$ cat config.mk
export PLATFORM = sky130hd
export DESIGN_NAME = ata_pio_lba28_read_sequencer_unit
export DESIGN_NICKNAME = d
export VERILOG_FILES = /design/src/design/atapio_pkg.sv /design/src/design/atapio_burst.sv /design/src/design/ata_pio_lba28_read_sequencer_unit.sv
export SDC_FILE = /design/constraint.sdc
export NUM_CORES = 1
export LEC_CHECK = 0
export BUFFER_PORTS_ARGS = -buffer_cell sky130_fd_sc_hd__buf_2
export CORE_ASPECT_RATIO = 1.5
export CORE_MARGIN = 2
export CORE_UTILIZATION = 50
export DETAILED_ROUTE_END_ITERATION = 16
export PLACE_DENSITY = 0.74
export RECOVER_POWER = 25
export SETUP_SLACK_MARGIN = 0.1
export SLEW_MARGIN = 0
export SYNTH_ARGS = -nofsm -noshare
export SYNTH_HDL_FRONTEND = slang
export SYNTH_HIERARCHICAL = 1
export SYNTH_SLANG_ARGS = --single-unit
$ cat constraint.sdc
create_clock -name clock -period 9.1 [get_ports clock]
set_clock_uncertainty 0.1 [all_clocks]
set_input_delay 0.455 -clock clock [delete_from_list [all_inputs] [get_ports clock]]
set_output_delay 0.455 -clock clock [all_outputs]
set_load 0.01 [all_outputs]
$ cat src/design/atapio_pkg.sv
// ----------------------------------------------------------------------------
// atapio_pkg
// Types, codes and helpers shared by the ATA PIO LBA28 read sequencer.
// ----------------------------------------------------------------------------
package atapio_pkg;

   localparam int WORDS_PER_SECTOR = 256;

   localparam logic [1:0] CMD_START  = 2'd0;
   localparam logic [1:0] CMD_STATUS = 2'd1;
   localparam logic [1:0] CMD_DATA   = 2'd2;
   localparam logic [1:0] CMD_RESET  = 2'd3;

   localparam logic [1:0] KIND_WRITE = 2'd0;
   localparam logic [1:0] KIND_POLL  = 2'd1;
   localparam logic [1:0] KIND_DATA  = 2'd2;
   localparam logic [1:0] KIND_ERROR = 2'd3;

   localparam logic [2:0] ERR_NONE       = 3'd0;
   localparam logic [2:0] ERR_RUNNING    = 3'd1;
   localparam logic [2:0] ERR_FAULT      = 3'd2;
   localparam logic [2:0] ERR_BUSY       = 3'd3;
   localparam logic [2:0] ERR_NOT_READY  = 3'd4;
   localparam logic [2:0] ERR_CORRUPT    = 3'd5;
   localparam logic [2:0] ERR_UNEXPECTED = 3'd6;
   localparam logic [2:0] ERR_BAD_COUNT  = 3'd7;

   localparam logic [9:0] PORT_NONE     = 10'h000;
   localparam logic [9:0] PORT_COUNT    = 10'h1F2;
   localparam logic [9:0] PORT_LBA_LOW  = 10'h1F3;
   localparam logic [9:0] PORT_LBA_MID  = 10'h1F4;
   localparam logic [9:0] PORT_LBA_HIGH = 10'h1F5;
   localparam logic [9:0] PORT_DRIVE    = 10'h1F6;
   localparam logic [9:0] PORT_COMMAND  = 10'h1F7;
   localparam logic [9:0] PORT_CONTROL  = 10'h3F6;

   localparam logic [7:0] DRIVE_BASE       = 8'hE0;
   localparam logic [7:0] CMD_READ_SECTORS = 8'h20;
   localparam logic [7:0] CTRL_SRST        = 8'h04;
   localparam logic [7:0] CTRL_CLEAR       = 8'h00;
   localparam logic [7:0] CTRL_NIEN        = 8'h02;

   localparam int ST_ERR  = 0;
   localparam int ST_IDX  = 1;
   localparam int ST_CORR = 2;
   localparam int ST_DRQ  = 3;
   localparam int ST_DF   = 5;
   localparam int ST_RDY  = 6;
   localparam int ST_BSY  = 7;

   typedef struct packed {
      logic [1:0]  cmd;
      logic [27:0] start_lba;
      logic [8:0]  sector_total;
      logic [7:0]  status_byte;
      logic [15:0] read_word;
   } req_type;

   typedef struct packed {
      logic [1:0]  kind;
      logic [9:0]  port;
      logic [7:0]  write_value;
      logic [15:0] data_out;
      logic [15:0] word_address;
      logic [2:0]  error_code;
      logic        request_done;
      logic        last;
   } rsp_type;

   typedef enum logic [2:0] {
      BURST_NONE,
      BURST_ONE,
      BURST_RESET,
      BURST_START,
      BURST_DATA_POLL
   } burst_type;

   typedef struct packed {
      logic        load;
      burst_type   kind;
      rsp_type     first;
      logic [27:0] lba;
      logic [7:0]  count;
      logic        slave;
   } burst_ctl_type;

   function automatic rsp_type make_rsp(logic [1:0] kind, logic [9:0] port,
                                        logic [7:0] value);
      rsp_type r;
      r = '0;
      r.kind = kind;
      r.port = port;
      r.write_value = value;
      return r;
   endfunction

   function automatic rsp_type make_poll();
      return make_rsp(KIND_POLL, PORT_CONTROL, 8'h00);
   endfunction

   function automatic rsp_type make_error(logic [2:0] code);
      rsp_type r;
      r = make_rsp(KIND_ERROR, PORT_NONE, 8'h00);
      r.error_code = code;
      return r;
   endfunction

endpackage

$ cat src/design/atapio_burst.sv
// ----------------------------------------------------------------------------
// atapio_burst
// Holds one request's result list and hands out one result per ready cycle.
// ----------------------------------------------------------------------------
module atapio_burst (
   input  logic                      clock,
   input  logic                      reset,
   input  atapio_pkg::burst_ctl_type ctl,
   output logic                      free,
   output logic                      rsp_valid,
   input  logic                      rsp_ready,
   output atapio_pkg::rsp_type       rsp_data
);

   logic                  cur_valid_ff;
   atapio_pkg::burst_type cur_kind_ff;
   logic [2:0]            cur_idx_ff;
   atapio_pkg::rsp_type   first_ff;
   logic [27:0]           lba_ff;
   logic [7:0]            count_ff;
   logic                  slave_ff;

   logic [2:0]            last_idx;
   logic                  at_last;
   atapio_pkg::rsp_type   r;

   always_comb begin
      case (cur_kind_ff)
         atapio_pkg::BURST_RESET:     last_idx = 3'd3;
         atapio_pkg::BURST_START:     last_idx = 3'd6;
         atapio_pkg::BURST_DATA_POLL: last_idx = 3'd1;
         default:                     last_idx = 3'd0;
      endcase
   end

   assign at_last = (cur_idx_ff == last_idx);
   assign free    = !cur_valid_ff || (rsp_ready && at_last);

   always_comb begin
      r = first_ff;
      case (cur_kind_ff)
         atapio_pkg::BURST_RESET: begin
            case (cur_idx_ff)
               3'd0: r = atapio_pkg::make_rsp(atapio_pkg::KIND_WRITE,
                                             atapio_pkg::PORT_CONTROL,
                                             atapio_pkg::CTRL_SRST);
               3'd1: r = atapio_pkg::make_rsp(atapio_pkg::KIND_WRITE,
                                             atapio_pkg::PORT_CONTROL,
                                             atapio_pkg::CTRL_CLEAR);
               3'd2: r = atapio_pkg::make_rsp(atapio_pkg::KIND_WRITE,
                                             atapio_pkg::PORT_CONTROL,
                                             atapio_pkg::CTRL_NIEN);
               default: r = atapio_pkg::make_poll();
            endcase
         end
         atapio_pkg::BURST_START: begin
            case (cur_idx_ff)
               3'd0: r = atapio_pkg::make_rsp(atapio_pkg::KIND_WRITE,
                        atapio_pkg::PORT_DRIVE,
                        atapio_pkg::DRIVE_BASE | {3'b000, slave_ff, lba_ff[27:24]});
               3'd1: r = atapio_pkg::make_rsp(atapio_pkg::KIND_WRITE,
                                             atapio_pkg::PORT_COUNT, count_ff);
               3'd2: r = atapio_pkg::make_rsp(atapio_pkg::KIND_WRITE,
                                             atapio_pkg::PORT_LBA_LOW, lba_ff[7:0]);
               3'd3: r = atapio_pkg::make_rsp(atapio_pkg::KIND_WRITE,
                                             atapio_pkg::PORT_LBA_MID, lba_ff[15:8]);
               3'd4: r = atapio_pkg::make_rsp(atapio_pkg::KIND_WRITE,
                                             atapio_pkg::PORT_LBA_HIGH, lba_ff[23:16]);
               3'd5: r = atapio_pkg::make_rsp(atapio_pkg::KIND_WRITE,
                                             atapio_pkg::PORT_COMMAND,
                                             atapio_pkg::CMD_READ_SECTORS);
               default: r = atapio_pkg::make_poll();
            endcase
         end
         atapio_pkg::BURST_DATA_POLL: begin
            if (cur_idx_ff != 3'd0) begin
               r = atapio_pkg::make_poll();
            end
         end
         default: r = first_ff;
      endcase
      r.last = at_last;
   end

   assign rsp_valid = cur_valid_ff;
   assign rsp_data  = r;

   always_ff @(posedge clock) begin
      if (reset) begin
         cur_valid_ff <= 1'b0;
         cur_kind_ff  <= atapio_pkg::BURST_NONE;
         cur_idx_ff   <= 3'd0;
      end else if (ctl.load && free) begin
         cur_valid_ff <= (ctl.kind != atapio_pkg::BURST_NONE);
         cur_kind_ff  <= ctl.kind;
         cur_idx_ff   <= 3'd0;
      end else if (cur_valid_ff && rsp_ready) begin
         if (at_last) begin
            cur_valid_ff <= 1'b0;
         end
         cur_idx_ff <= cur_idx_ff + 3'd1;
      end
   end

   always_ff @(posedge clock) begin
      if (ctl.load && free) begin
         first_ff <= ctl.first;
         lba_ff   <= ctl.lba;
         count_ff <= ctl.count;
         slave_ff <= ctl.slave;
      end
   end

endmodule

$ cat src/design/ata_pio_lba28_read_sequencer_unit.sv
// ----------------------------------------------------------------------------
// ata_pio_lba28_read_sequencer_unit
// Host-side ATA PIO LBA28 read sequencer.
//
// Requests arrive on req_* (valid/ready): start read, status byte, data word
// or reset. Results leave on rsp_* (valid/ready): register writes, status
// polls, data words with their buffer word address, and errors. The last
// flag marks each request's final result. select_slave is written through
// APB address 0; the user writes it only while idle, which is not enforced.
//
// A request is captured in an input register and processed once the result
// stage has room; its first result is offered from the result stage after
// the request has been loaded there. A request produces one result for a
// data word, two for the last word of a sector that is followed by a poll,
// seven for the command write run and four for the reset run; a status
// byte that only moves the phase on produces none.
// When the receiver stalls, one request still waits in the input register,
// then req_ready drops. Reset clears the request state, select_slave and
// both stages; no results are pending after reset.
// ----------------------------------------------------------------------------
module ata_pio_lba28_read_sequencer_unit #(
   parameter int MAX_SECTORS = 256
) (
   input  logic                clock,
   input  logic                reset,
   input  logic                req_valid,
   output logic                req_ready,
   input  atapio_pkg::req_type req_data,
   output logic                rsp_valid,
   input  logic                rsp_ready,
   output atapio_pkg::rsp_type rsp_data,
   input  logic                psel,
   input  logic                penable,
   input  logic                pwrite,
   input  logic [2:0]          paddr,
   input  logic [31:0]         pwdata,
   output logic [31:0]         prdata,
   output logic                pready
);

   typedef enum logic [2:0] {
      PH_IDLE,
      PH_START_POLL,
      PH_WAIT_DRQ,
      PH_DATA,
      PH_RESET_POLL
   } phase_type;

   logic                select_slave_ff;
   logic                in_valid_ff;
   atapio_pkg::req_type in_ff;

   phase_type   phase_ff, phase_in;
   logic [8:0]  wanted_ff, wanted_in;
   logic [8:0]  done_ff, done_in;
   logic [7:0]  widx_ff, widx_in;
   logic [27:0] lba_ff, lba_in;

   atapio_pkg::burst_ctl_type ctl;
   logic                      free;
   logic                      load;
   logic                      bad;
   logic [8:0]                done_next;
   atapio_pkg::rsp_type       data_rsp;

   assign pready    = 1'b1;
   assign prdata    = (paddr[2] == 1'b0) ? {31'd0, select_slave_ff} : 32'd0;
   assign load      = in_valid_ff && free;
   assign req_ready = !in_valid_ff || load;
   assign bad       = in_ff.status_byte[atapio_pkg::ST_ERR] ||
                      in_ff.status_byte[atapio_pkg::ST_DF];
   assign done_next = done_ff + 9'd1;

   always_comb begin
      data_rsp              = atapio_pkg::make_rsp(atapio_pkg::KIND_DATA,
                                                   atapio_pkg::PORT_NONE, 8'h00);
      data_rsp.data_out     = in_ff.read_word;
      data_rsp.word_address = {done_ff[7:0], widx_ff};
   end

   always_comb begin
      phase_in  = phase_ff;
      wanted_in = wanted_ff;
      done_in   = done_ff;
      widx_in   = widx_ff;
      lba_in    = lba_ff;

      ctl       = '0;
      ctl.load  = load;
      ctl.kind  = atapio_pkg::BURST_NONE;
      ctl.first = atapio_pkg::make_error(atapio_pkg::ERR_UNEXPECTED);
      ctl.lba   = lba_ff;
      ctl.count = wanted_ff[7:0];
      ctl.slave = select_slave_ff;

      case (in_ff.cmd)
         atapio_pkg::CMD_START: begin
            ctl.kind = atapio_pkg::BURST_ONE;
            if (in_ff.sector_total == 9'd0 ||
                in_ff.sector_total > 9'(MAX_SECTORS)) begin
               ctl.first = atapio_pkg::make_error(atapio_pkg::ERR_BAD_COUNT);
            end else if (phase_ff != PH_IDLE) begin
               ctl.first = atapio_pkg::make_error(atapio_pkg::ERR_RUNNING);
            end else begin
               ctl.first = atapio_pkg::make_poll();
               lba_in    = in_ff.start_lba;
               wanted_in = in_ff.sector_total;
               done_in   = 9'd0;
               widx_in   = 8'd0;
               phase_in  = PH_START_POLL;
            end
         end
         atapio_pkg::CMD_RESET: begin
            ctl.kind  = atapio_pkg::BURST_RESET;
            phase_in  = PH_RESET_POLL;
            wanted_in = 9'd0;
            done_in   = 9'd0;
            widx_in   = 8'd0;
            lba_in    = 28'd0;
         end
         atapio_pkg::CMD_STATUS: begin
            ctl.kind = atapio_pkg::BURST_ONE;
            case (phase_ff)
               PH_START_POLL: begin
                  if (bad || in_ff.status_byte[atapio_pkg::ST_BSY]) begin
                     ctl.first = atapio_pkg::make_error(bad ? atapio_pkg::ERR_FAULT
                                                            : atapio_pkg::ERR_BUSY);
                     phase_in  = PH_IDLE;
                     wanted_in = 9'd0;
                     done_in   = 9'd0;
                     widx_in   = 8'd0;
                     lba_in    = 28'd0;
                  end else begin
                     ctl.kind = atapio_pkg::BURST_START;
                     phase_in = PH_WAIT_DRQ;
                  end
               end
               PH_WAIT_DRQ: begin
                  if (bad) begin
                     ctl.first = atapio_pkg::make_error(atapio_pkg::ERR_FAULT);
                     phase_in  = PH_IDLE;
                     wanted_in = 9'd0;
                     done_in   = 9'd0;
                     widx_in   = 8'd0;
                     lba_in    = 28'd0;
                  end else if (!in_ff.status_byte[atapio_pkg::ST_BSY] &&
                               in_ff.status_byte[atapio_pkg::ST_DRQ]) begin
                     ctl.kind = atapio_pkg::BURST_NONE;
                     phase_in = PH_DATA;
                     widx_in  = 8'd0;
                  end else begin
                     ctl.first = atapio_pkg::make_poll();
                  end
               end
               PH_RESET_POLL: begin
                  phase_in  = PH_IDLE;
                  wanted_in = 9'd0;
                  done_in   = 9'd0;
                  widx_in   = 8'd0;
                  lba_in    = 28'd0;
                  if (bad) begin
                     ctl.first = atapio_pkg::make_error(atapio_pkg::ERR_FAULT);
                  end else if (!in_ff.status_byte[atapio_pkg::ST_RDY]) begin
                     ctl.first = atapio_pkg::make_error(atapio_pkg::ERR_NOT_READY);
                  end else if (in_ff.status_byte[atapio_pkg::ST_IDX] ||
                               in_ff.status_byte[atapio_pkg::ST_CORR]) begin
                     ctl.first = atapio_pkg::make_error(atapio_pkg::ERR_CORRUPT);
                  end else begin
                     ctl.kind = atapio_pkg::BURST_NONE;
                  end
               end
               default: begin
                  ctl.first = atapio_pkg::make_error(atapio_pkg::ERR_UNEXPECTED);
               end
            endcase
         end
         default: begin
            ctl.kind = atapio_pkg::BURST_ONE;
            if (phase_ff == PH_DATA) begin
               ctl.first = data_rsp;
               if (widx_ff == 8'(atapio_pkg::WORDS_PER_SECTOR - 1)) begin
                  widx_in = 8'd0;
                  if (done_next >= wanted_ff) begin
                     ctl.first.request_done = 1'b1;
                     phase_in  = PH_IDLE;
                     wanted_in = 9'd0;
                     done_in   = 9'd0;
                     lba_in    = 28'd0;
                  end else begin
                     ctl.kind = atapio_pkg::BURST_DATA_POLL;
                     done_in  = done_next;
                     phase_in = PH_WAIT_DRQ;
                  end
               end else begin
                  widx_in = widx_ff + 8'd1;
               end
            end
         end
      endcase
   end

   always_ff @(posedge clock) begin
      if (reset) begin
         select_slave_ff <= 1'b0;
         in_valid_ff     <= 1'b0;
         phase_ff        <= PH_IDLE;
         wanted_ff       <= 9'd0;
         done_ff         <= 9'd0;
         widx_ff         <= 8'd0;
         lba_ff          <= 28'd0;
      end else begin
         if (psel && penable && pwrite && pready && paddr[2] == 1'b0) begin
            select_slave_ff <= pwdata[0];
         end
         if (req_ready) begin
            in_valid_ff <= req_valid;
         end
         if (load) begin
            phase_ff  <= phase_in;
            wanted_ff <= wanted_in;
            done_ff   <= done_in;
            widx_ff   <= widx_in;
            lba_ff    <= lba_in;
         end
      end
   end

   always_ff @(posedge clock) begin
      if (req_valid && req_ready) begin
         in_ff <= req_data;
      end
   end

   atapio_burst u_burst (
      .clock     (clock),
      .reset     (reset),
      .ctl       (ctl),
      .free      (free),
      .rsp_valid (rsp_valid),
      .rsp_ready (rsp_ready),
      .rsp_data  (rsp_data)
   );

endmodule
==> metrics, run 1 <==
Rows 62; status finished, violations left; GPL Wtd Cong 0.891; final wirelength 19000 um; Die Y 176 um; Leakage Power 4.20 nW; Initial Util 51.2%; number of setup buffers added after CTS 0; DRC Markers 0; GRT Overall Usage 18.0%; CTS tree yes; share of cells above drive strength 1 19.0%; Layout area overhead 14.3%; #FFs+latches synth 221; CP Class reg2reg; Post-synth EDFFs 155; most frequent cells in the layout 155 x edfxtp_1, 128 x buf_2, 72 x o21ai_0, 69 x a21oi_1, 69 x and2_1; buffers added on ports 130; Core Box Area 19200 um^2; n_diodes 0; Achievable Freq 245 MHz; Initial DRT Pass Iterations 5; Non-Filler Instances 1244; endpoints failing setup 0; vias in the first global route 6341; routed via count 6691; post-synthesis sequential area ratio 60.7%; Fin. Hold Viols 0; Die W 119 um; unique cell type count in the Yosys netlist 68; post-route ant nets 0; Slew Limit Fails 110; fin crit share 44.8%; asr flop ratio synth 0%; most used flip-flop cell after synthesis edfxtp_1; largest net degree at the start of global routing 69; slew margin rel. -105%; crit path launch type flop; Gate Count Post-Synth 859; clock sinks 221; Power Total 2.18 mW; gr ovfl total 0; clock root cell clkbuf_16; arrival time worst endpoint 4.35 ns; worst-path fanout max 37; worst slew pin tran 3.08 ns; failing checks max-capacitance violations, max-slew violations; CTS buffer count 21; Pwr Density 194 nW/um^2; fin crit period 4.07 ns; initial antenna violation count 0; Syn. warnings 6; cell area after synthesis 9850 um^2; global-route wire length before repair 31100 um; maximum vdd ir drop 180 uV; Max Buffers Root-to-Sink 3; commonest non-fill, non-tap cell in the layout edfxtp_1; Crit path required time 9.38 ns; maxcap violations 2; Setup crit end kind flop; Worst-Skew Late Latency 0.50 ns; die area 20900 um^2; CTS Hold Bufs 0; HP Class in2reg; Nets 1099; Boundary Pins 197; RSZ-0062 raised after global routing no; post_cts resized 0; routed len/inst 15.3 um; initial drt markers 508; HPWL Detailed 12900 um; placed instance count 1206; Clk pin slew, worst setup/hold paths 0.06 ns; DR vias/cell 5.38; setup tns final 0 ns; Syn Area/Cell 11.5 um^2; H-Tree Depth 1
[synthesized netlist by cell type (3+ instances only)]
| cell | n | share of area [%] |
|---|---|---|
| nand2_1 | 35 | 1.3 |
| a22o_1 | 5 | 0.44 |
| nand4b_1 | 3 | 0.27 |
| xnor2_1 | 5 | 0.44 |
| nor3_1 | 10 | 0.51 |
| o21ai_0 | 72 | 3.7 |
| a21o_1 | 7 | 0.53 |
| o21ai_1 | 4 | 0.20 |
| or3_1 | 10 | 0.64 |
| and3_1 | 5 | 0.32 |
| o32ai_1 | 5 | 0.44 |
| a32oi_1 | 4 | 0.36 |
| xor2_1 | 5 | 0.44 |
| nor2b_1 | 11 | 0.70 |
| clkbuf_1 | 30 | 1.1 |
| nand4_1 | 41 | 2.6 |
| edfxtp_1 | 155 | 47 |
| a21oi_1 | 70 | 3.6 |
| a311oi_1 | 3 | 0.27 |
| and2_1 | 70 | 4.4 |
| a22oi_1 | 13 | 0.99 |
| nand3_1 | 19 | 0.97 |
| mux2i_1 | 5 | 0.51 |
| nand2b_1 | 13 | 0.83 |
| nor2_1 | 36 | 1.4 |
| ha_1 | 21 | 2.7 |
| buf_2 | 15 | 0.76 |
| buf_4 | 38 | 2.9 |
| a31oi_1 | 3 | 0.19 |
| dfxtp_1 | 66 | 13 |
| or4_1 | 4 | 0.31 |
| inv_1 | 30 | 1.1 |
[kinds of logic after synthesis]
logic type / synth area share, %
adder cells (fa/ha/maj): 2.67
AND/OR/NAND/NOR: 16.5
flip-flops: 60.7
XOR/XNOR: 0.890
other: 0.0763
buffers and inverters: 6.14
AO/OA/AOI/OAI: 12.5
multiplexers: 0.508
[through the flow]
step / hold slack, ns / util [%] / instance area, um^2 / setup slack (ns)
after floorplan: 0.302 / - / 10000 / 5.23
after global placement: 0.308 / 54.8 / 10500 / 5.19
after detailed placement: 0.309 / 54.8 / 10500 / 5.13
after CTS: 0.0118 / 58.6 / 11300 / 5.10
after global routing: 0.00796 / 58.5 / 11300 / 4.55
final: 0.0254 / 58.5 / 11300 / 5.03
[critical path, stage by stage (launching register included)]
cell,delay [ns]
dfxtp_1,0.45
nand3_1,0.18
or3_1,0.41
nor3_1,0.22
xor2_1,0.13
ha_1,0.30
and3_1,0.21
nand4_1,0.10
o21ai_1,0.36
or3b_1,0.96
nand4_1,0.24
a21oi_1,0.27
[where the power goes]
| group | leakage (nW) | switching (mW) | internal [mW] | total [mW] |
|---|---|---|---|---|
| combinational | 1.79 | 0.0896 | 0.0482 | 0.138 |
| sequential | 2.05 | 0.0164 | 1.12 | 1.13 |
| clock | 0.360 | 0.373 | 0.535 | 0.908 |
| total | 4.20 | 0.479 | 1.70 | 2.18 |
[state kept, by name, indices dropped and copies added (netlist names), 3 cells and up]
name                 count
u_burst/first_ff        56
in_ff                   46
lba_ff                  28
u_burst/lba_ff          28
data_rsp                16
done_ff                  9
wanted_ff                9
u_burst/count_ff         8
widx_ff                  8
phase_ff                 3
u_burst/cur_idx_ff       3
u_burst/cur_kind_ff      3
[metal layers]
layer  track usage [%]  wire, um  vias to the layer above
met1              23.3      8270                     3115
met2              30.8      9190                      234
li1                  -         -                     3307
met5                 0         0                        -
met3              2.66      1040                       35
met4              6.25       500                        0
[worst paths after layout]
| kind | from | to | slack, ns | cells past startpoint |
|---|---|---|---|---|
| setup / recovery | done_ff[2]$_SDFFE_PP0P_ | lba_ff[27]$_SDFFE_PP0P_ | 5.03 | 11 |
| hold / removal | req_data[42] | in_ff[42]$_DFFE_PP_ | 0.03 | 1 |
| setup reg to reg | done_ff[2]$_SDFFE_PP0P_ | lba_ff[27]$_SDFFE_PP0P_ | 5.03 | 11 |
| hold reg to reg | lba_ff[16]$_SDFFE_PP0P_ | u_burst/lba_ff[16]$_DFFE_PP_ | 0.33 | 0 |
[cell type report]
type / count / area (um^2)
Clock buffer: 24 / 558
Clock inverter: 14 / 169
Fill cell: 1633 / 7980
Inverter: 30 / 113
Multi-Input combinational cell: 562 / 3430
Sequential cell: 221 / 5980
Tap cell: 256 / 320
Timing Repair Buffer: 137 / 693
Note: power is estimated with default switching activity, not from simulation.
==> run 2: changes to the inputs <==
==> constraint.sdc (replaced) <==
create_clock -name clock -period 4 [get_ports clock]
set_clock_uncertainty 0.1 [all_clocks]
set_input_delay 0.2 -clock clock [delete_from_list [all_inputs] [get_ports clock]]
set_output_delay 0.2 -clock clock [all_outputs]
set_load 0.01 [all_outputs]
==> run 2 against run 1 <==
The flow still finishes with violations (max-capacitance violations, max-slew violations). Critical endpoint unchanged. Sequential share of layout area decreased by 3.5 points. Flip-flop and latch count unchanged. Cell count increased by 6.1%. Hold slack improved by 0.28 ns. Total power increased by 130%. Utilization increased by 4.1 points. Final area increased by 7.0%. Global-route usage increased by 1.2 points. Register-to-register slack got worse by 4.7 ns. Combinational power increased to 2.7 times the previous value. Non-clock buffer count increased by 74. Wire length increased by 7.8%.
==> metrics, run 2 (synthesis results as in run 1) <==
Die Y 176 um (unchanged); slew margin rel. -90.7% (was -105%); Slew Limit Fails 104 (was 110); Rows 62 (unchanged); placed instance count 1212 (was 1206); H-Tree Depth 1 (unchanged); RSZ-0062 raised after global routing no (unchanged); hold_sp req_data[24] (was req_data[42]); max reg flops 56 (unchanged); Crit path required time 4.14 ns (was 9.38 ns); CTS tree yes (unchanged); worst-path fanout max 43 (was 37); commonest non-fill, non-tap cell in the layout edfxtp_1 (unchanged); Initial Util 51.2% (unchanged); Non-Filler Instances 1320 (was 1244); Fin. Hold Viols 0 (unchanged); failing checks max-capacitance violations, max-slew violations (unchanged); Boundary Pins 197 (unchanged); clock sinks 221 (unchanged); end of the worst register-to-register path lba_ff[27]$_SDFFE_PP0P_ (unchanged); Die W 119 um (unchanged); DR vias/cell 5.32 (was 5.38); GRT Overall Usage 19.2% (was 18.0%); routed via count 7021 (was 6691); worst reg-to-reg setup slack 0.34 ns (was 5.03 ns); Max Buffers Root-to-Sink 3 (unchanged); HPWL Detailed 13200 um (was 12900 um); clock root cell clkbuf_16 (unchanged); initial drt markers 465 (was 508); Setup crit end kind flop (unchanged); reg2reg path depth 9 (was 11); Hold Path Depth 2 (was 1); Worst-Skew Late Latency 0.50 ns (about the same); CP Class reg2reg (unchanged); worst slew pin tran 2.86 ns (was 3.08 ns); n_diodes 0 (unchanged); Core Box Area 19200 um^2 (unchanged); post-route ant nets 0 (unchanged); global-route wire length before repair 32900 um (was 31100 um); gr ovfl total 0 (unchanged); CTS buffer count 22 (was 21); routed len/inst 15.5 um (was 15.3 um); Clk pin slew, worst setup/hold paths 0.06 ns (about the same); Achievable Freq 273 MHz (was 245 MHz); initial antenna violation count 0 (unchanged); Biggest register u_burst/first_ff (unchanged); Endpoint, Worst Hold in_ff[24]$_DFFE_PP_ (was in_ff[42]$_DFFE_PP_); buffers added on ports 130 (unchanged); Nets 1174 (was 1099); maxcap violations 2 (unchanged); most frequent cells in the layout 155 x edfxtp_1, 126 x buf_2, 72 x o21ai_0, 69 x a21oi_1 (was 155 x edfxtp_1, 128 x buf_2, 72 x o21ai_0, 69 x a21oi_1, 69 x and2_1); arrival time worst endpoint 3.80 ns (was 4.35 ns); status finished, violations left (unchanged); HP Class in2reg (unchanged); die area 20900 um^2 (unchanged); post_cts resized 0 (unchanged); final wirelength 20500 um (was 19000 um); endpoints failing setup 0 (unchanged); setup tns final 0 ns (unchanged); Pwr Density 423 nW/um^2 (was 194 nW/um^2); maximum vdd ir drop 370 uV (was 180 uV); reg2reg start in_ff[61]$_DFFE_PP_ (was done_ff[2]$_SDFFE_PP0P_); Leakage Power 4.53 nW (was 4.20 nW); largest net degree at the start of global routing 69 (unchanged); DRC Markers 0 (unchanged); biggest regs u_burst/first_ff (56), in_ff (46) (unchanged); fin crit period 3.66 ns (was 4.07 ns); share of cells above drive strength 1 18.1% (was 19.0%); vias in the first global route 6632 (was 6341); GPL Wtd Cong 0.888 (was 0.891); fin crit share 91.5% (was 44.8%); crit path launch type flop (unchanged); fillcell total 1548 (was 1633); Layout area overhead 22.3% (was 14.3%); Initial DRT Pass Iterations 5 (unchanged)
-- run 2: cell count changes in the layout (fill, tap and decap cells not counted), moves of 2 or more --
cell / before / now
buf_12: 0 / 2
clkinv_1: 0 / 2
buf_4: 5 / 8
clkbuf_8: 0 / 2
buf_2: 128 / 126
dlygate4sd3_1: 0 / 68
-- run 2: metal layers --
metal	global-route usage (%)	wire length, um	up-vias
met5	0	0	-
met4	6.65	529	0
met3	2.40	985	37
met2	33.3	10300	232
met1	24.9	8680	3297
li1	-	-	3455
-- run 2: where the power goes --
| part | internal (mW) | leakage (nW) | switching [mW] |
|---|---|---|---|
| Clock | 1.29 | 0.384 | 0.856 |
| Combinational | 0.158 | 2.10 | 0.219 |
| Sequential | 2.54 | 2.05 | 0.0369 |
-- run 2: repair_timing --
action,in CTS,in global routing
setup buffers,0,0
hold endpoints to repair,71,0
hold buffers,68,0
-- run 2: worst max-delay path: stages (launching register included) --
cell and delay, ns:
edfxtp_1 0.45, inv_1 0.13, ha_1 0.15, clkbuf_1 1.23, inv_1 0.15, a211o_2 0.41
and4_1 0.18, buf_4 0.26, nand4_1 0.20, a21oi_1 0.10
-- run 2: final cells by class --
class                      instances  area, um^2  area share [%]
timing repair buffer             211        1440            11.9
sequential                       221        5980            49.6
clock inverter                    14         159            1.32
inverter                          30         113           0.935
tap                              256         320            2.66
multi-input combinational        562        3430            28.5
clock buffer                      26         607            5.04
-- run 2: worst max path at each step --
stage          cells after the start                                 from                                  to  slack (ns)
6_report                           9                  in_ff[61]$_DFFE_PP_             lba_ff[27]$_SDFFE_PP0P_        0.34
5_1_grt                            9                  in_ff[61]$_DFFE_PP_             done_ff[4]$_SDFFE_PP0P_        0.08
4_1_cts                           13              done_ff[2]$_SDFFE_PP0P_      u_burst/rsp_valid$_SDFFE_PP0P_        0.50
3_5_place_dp                      13              done_ff[2]$_SDFFE_PP0P_      u_burst/rsp_valid$_SDFFE_PP0P_        0.54
3_3_place_gp                      13              done_ff[2]$_SDFFE_PP0P_      u_burst/rsp_valid$_SDFFE_PP0P_        0.60
2_1_floorplan                     12  u_burst/cur_kind_ff[1]$_SDFFE_PP0P_  u_burst/cur_idx_ff[2]$_SDFFE_PP0P_        0.13
-- run 2: stage by stage --
| step | hold WS, ns | utilization, % | total power [mW] | setup WS [ns] | cell area [um^2] |
|---|---|---|---|---|---|
| after floorplan | 0.172 | - | 2.85 | 0.128 | 10000 |
| after global placement | 0.277 | 55.2 | 2.94 | 0.601 | 10600 |
| after detailed placement | 0.278 | 55.2 | 2.95 | 0.542 | 10600 |
| after CTS | 0.294 | 62.7 | 5.14 | 0.500 | 12100 |
| after global routing | 0.300 | 62.6 | 5.27 | 0.0802 | 12000 |
| final | 0.309 | 62.6 | 5.10 | 0.342 | 12000 |
==> run 3: changes to the inputs <==
--- a/config.mk
+++ b/config.mk
@@ -13,8 +13,7 @@
 export PLACE_DENSITY = 0.74
 export RECOVER_POWER = 25
 export SETUP_SLACK_MARGIN = 0.1
-export SLEW_MARGIN = 0
+export SLEW_MARGIN = 20
 export SYNTH_ARGS = -nofsm -noshare
 export SYNTH_HDL_FRONTEND = slang
-export SYNTH_HIERARCHICAL = 1
 export SYNTH_SLANG_ARGS = --single-unit
==> run 3 against run 2 <==
The flow now finishes without violations. Sequential power decreased by 8%. Synthesized area decreased by 6.9%. Synthesized cell count decreased by 6.3%. Maximum frequency increased by 10%. Sequential share of layout area decreased by 0.48 points. Clock power decreased by 20%. Clock-buffer cell count decreased by 4. Global-route usage about the same. Final area decreased by 7.7%.
==> metrics, run 3 <==
status complete, no violations (was finished, violations left); most frequent cells in the layout 138 x edfxtp_1, 123 x buf_2, 76 x a21oi_1, 74 x and2_1, 69 x o21ai_0 (was 155 x edfxtp_1, 126 x buf_2, 72 x o21ai_0, 69 x a21oi_1); endpoints failing setup 0 (unchanged); gr ovfl total 0 (unchanged); Gate Count Post-Synth 805 (was 859); top post-synthesis cells by count 138 x edfxtp_1, 79 x a21oi_1, 74 x and2_1 (was 155 x edfxtp_1, 72 x o21ai_0, 70 x a21oi_1, 70 x and2_1, 66 x dfxtp_1); global-route wire length before repair 30100 um (was 32900 um); Final Instance Area 11100 um^2 (was 12000 um^2); Syn. warnings 0 (was 6); Leakage Power 4.13 nW (was 4.53 nW); reg2reg start done_ff[0]$_SDFFE_PP0P_ (was in_ff[61]$_DFFE_PP_); routed via count 6544 (was 7021); Core Box Area 17900 um^2 (was 19200 um^2); share of cells above drive strength 1 18.1% (about the same); Max Buffers Root-to-Sink 3 (unchanged); Achievable Freq 301 MHz (was 273 MHz); setup tns final 0 ns (unchanged); routed len/inst 15.6 um (was 15.5 um); sequential power share 52.7% (was 50.5%); slowest stage cell on the critical path ha_1 (was clkbuf_1); met3 usage 2.21% (was 2.40%); post-place instance area 9870 um^2 (was 10600 um^2); largest net degree at the start of global routing 62 (was 69); Yosys top cell area share 45.2% (was 47.3%); CTS buffer count 19 (was 22); Sw Share 22.8% (was 21.8%); CP Class reg2out (was reg2reg); M1 GR Usage 22.7% (was 24.9%); fin crit share 83.2% (was 91.5%); Worst-Skew Late Latency 0.48 ns (was 0.50 ns); Nets 1106 (was 1174); Rows 60 (was 62); Power Total 4.51 mW (was 5.10 mW); number of setup buffers added after CTS 0 (unchanged); post-route ant nets 0 (unchanged); Crit path required time 3.70 ns (was 4.14 ns); commonest non-fill, non-tap cell in the layout edfxtp_1 (unchanged); logic gate share of total power 9.3% (was 7.4%); Worst path depth 8 (was 9); clock root cell clkbuf_16 (unchanged); cell area after synthesis 9170 um^2 (was 9850 um^2); slew margin rel. 46.7% (was -90.7%); GRT Overall Usage 19.2% (about the same); delay-heaviest family, CP simple AND/OR/NAND/NOR gates (was buffers and inverters); Fin. Hold Viols 0 (unchanged); Initial Util 51.1% (was 51.2%); Hold Path Depth 4 (was 2); fin crit period 3.33 ns (was 3.66 ns); Psw 1.03 mW (was 1.11 mW); initial antenna violation count 0 (unchanged); Boundary Pins 197 (unchanged); reg2reg path depth 13 (was 9); asr flop ratio synth 0% (unchanged); die area 19500 um^2 (was 20900 um^2); Die Y 170 um (was 176 um); DR vias/cell 5.41 (was 5.32); CP Launch Point u_burst.cur_idx_ff[0]$_SDFFE_PP0P_ (was in_ff[61]$_DFFE_PP_); vias in the first global route 6154 (was 6632); fillcell total 1408 (was 1548); Worst path max stage delay 0.58 ns (was 1.23 ns); worst slew pin tran 0.796 ns (was 2.86 ns); GPL Wtd Cong 0.872 (was 0.888); CTS tree yes (unchanged); Initial DRT Pass Iterations 5 (unchanged); met2 Usage GRT 35.1% (was 33.3%); most used flip-flop cell after synthesis edfxtp_1 (unchanged); end of the worst register-to-register path lba_ff[6]$_SDFFE_PP0P_ (was lba_ff[27]$_SDFFE_PP0P_); critical-path cell list inv_1 -> ha_1 -> nor2b_1 -> nor2_1 -> a21oi_2 -> buf_4 -> nand2b_1 -> buf_2 (was inv_1 -> ha_1 -> clkbuf_1 -> inv_1 -> a211o_2 -> and4_1 -> buf_4 -> nand4_1 -> a21oi_1); #FFs+latches synth 204 (was 221); Layout Utilization 62.0% (was 62.6%); maxcap violations 0 (was 2); synth top area cells edfxtp_1 45%, dfxtp_1 14%, and2_1 5.1% (was edfxtp_1 47%, dfxtp_1 13%, and2_1 4.4%); Pwr Density 406 nW/um^2 (was 423 nW/um^2); final wirelength 18900 um (was 20500 um); Slew Limit Fails 0 (was 104); Clk pin slew, worst setup/hold paths 0.06 ns (about the same); RSZ-0062 raised after global routing no (unchanged); Clock power frac 38.0% (was 42.1%); worst-path fanout max 38 (was 43); Post-synth EDFFs 138 (was 155); H-Tree Depth 1 (unchanged); Setup crit end kind output port (was flop); max reg flops 46 (was 56); worst reg-to-reg setup slack 0.78 ns (was 0.34 ns); Hold Slack 0.00796 ns (was 0.309 ns); Internal 3.48 mW (was 3.99 mW); Die W 115 um (was 119 um); n_diodes 0 (unchanged); HPWL Detailed 12500 um (was 13200 um); arrival time worst endpoint 3.03 ns (was 3.80 ns); Layout area overhead 21.3% (was 22.3%); Buf/Inv on CP 3 (was 4); maximum vdd ir drop 447 uV (was 370 uV); unique cell type count in the Yosys netlist 64 (was 68); initial drt markers 362 (was 465); crit path launch type flop (unchanged); Biggest register in_ff (was u_burst/first_ff); GRT busiest layer met2 (unchanged); post-synthesis sequential area ratio 59.6% (was 60.7%); biggest regs in_ff (46), u_burst.first_ff (39) (was u_burst/first_ff (56), in_ff (46)); crit path to rsp_data[53] (was lba_ff[27]$_SDFFE_PP0P_); DRC Markers 0 (unchanged); Syn Area/Cell 11.4 um^2 (was 11.5 um^2); Synth area leader edfxtp_1 (unchanged); HP Class in2reg (unchanged); clock sinks 204 (was 221); most common cell in the netlist edfxtp_1 (unchanged); buffers added on ports 129 (was 130)
run 3: cell types whose count changed after synthesis, sizes merged, moves of 7 or more:
cell / before / now
o21ai: 77 / 69
nand2: 35 / 27
nor2: 36 / 21
buf: 56 / 44
a21oi: 70 / 79
clkbuf: 30 / 40
a22oi: 13 / 3
edfxtp: 155 / 138
nand2b: 13 / 5
inv: 30 / 23
run 3: kinds of logic after synthesis:
family / after synthesis / synth area share, %
other: 2 / 0.0819
buffers and inverters: 107 / 6.05
AND/OR/NAND/NOR: 255 / 16.6
AO/OA/AOI/OAI: 199 / 13.0
multiplexers: 8 / 0.901
flip-flops: 204 / 59.6
XOR/XNOR: 10 / 0.956
adder cells (fa/ha/maj): 20 / 2.73
run 3: timing repair:
| action | 4_1_cts | 5_1_grt |
|---|---|---|
| hold buffers | 66 | 0 |
| endpoints found under the hold margin | 68 | 0 |
| setup endpoints to repair | 0 | 0 |
| resized for setup | 0 | 0 |
run 3: worst min-delay path by stage:
stage | start | endpoint | slack, ns
global route | penable | select_slave_ff$_SDFFE_PP0P_ | 0.02
detailed placement | req_data[47] | in_ff[47]$_DFFE_PP_ | 0.28
finish | penable | select_slave_ff$_SDFFE_PP0P_ | 0.008
CTS | penable | select_slave_ff$_SDFFE_PP0P_ | 0.001
global placement | req_data[49] | in_ff[49]$_DFFE_PP_ | 0.28
floorplan | req_data[0] | data_rsp[21]$_DFFE_PP_ | 0.20
run 3: power by group through the flow:
stage / sequential (mW) / combinational [mW] / clock [mW]
6_report: 2.38 / 0.421 / 1.71
5_1_grt: 2.38 / 0.464 / 1.84
4_1_cts: 2.37 / 0.421 / 1.75
3_5_place_dp: 2.42 / 0.370 / 0
3_3_place_gp: 2.42 / 0.366 / 0
2_1_floorplan: 2.41 / 0.270 / 0
run 3: worst min-delay path: cells and delay by family:
family,cells,cell delay [ns]
and+or+nand+nor,2,0.17
buffers and inverters,1,0.10
muxes,1,0.07
run 3: cell type report:
| cell class | count | area [um^2] | area share [%] |
|---|---|---|---|
| repair buffers | 208 | 1410 | 12.7 |
| clock buffers | 22 | 507 | 4.56 |
| flip-flops and latches | 204 | 5470 | 49.2 |
| clock inverters | 11 | 86.3 | 0.776 |
| well taps | 217 | 272 | 2.44 |
| multi-input cells | 525 | 3290 | 29.6 |
| inverters | 23 | 91.3 | 0.821 |
run 3: layer usage:
metal / routed length (um) / up-vias
met3: 851 / 42
met2: 9840 / 208
met1: 7510 / 3042
met5: 0 / -
li1: - / 3252
met4: 699 / 0
run 3: per-stage QoR:
step	worst slack (ns)	instances
final	0.673	1210
after global routing	0.372	1210
after CTS	0.636	1210
after detailed placement	0.826	1111
after global placement	0.850	1111
after floorplan	0.313	836
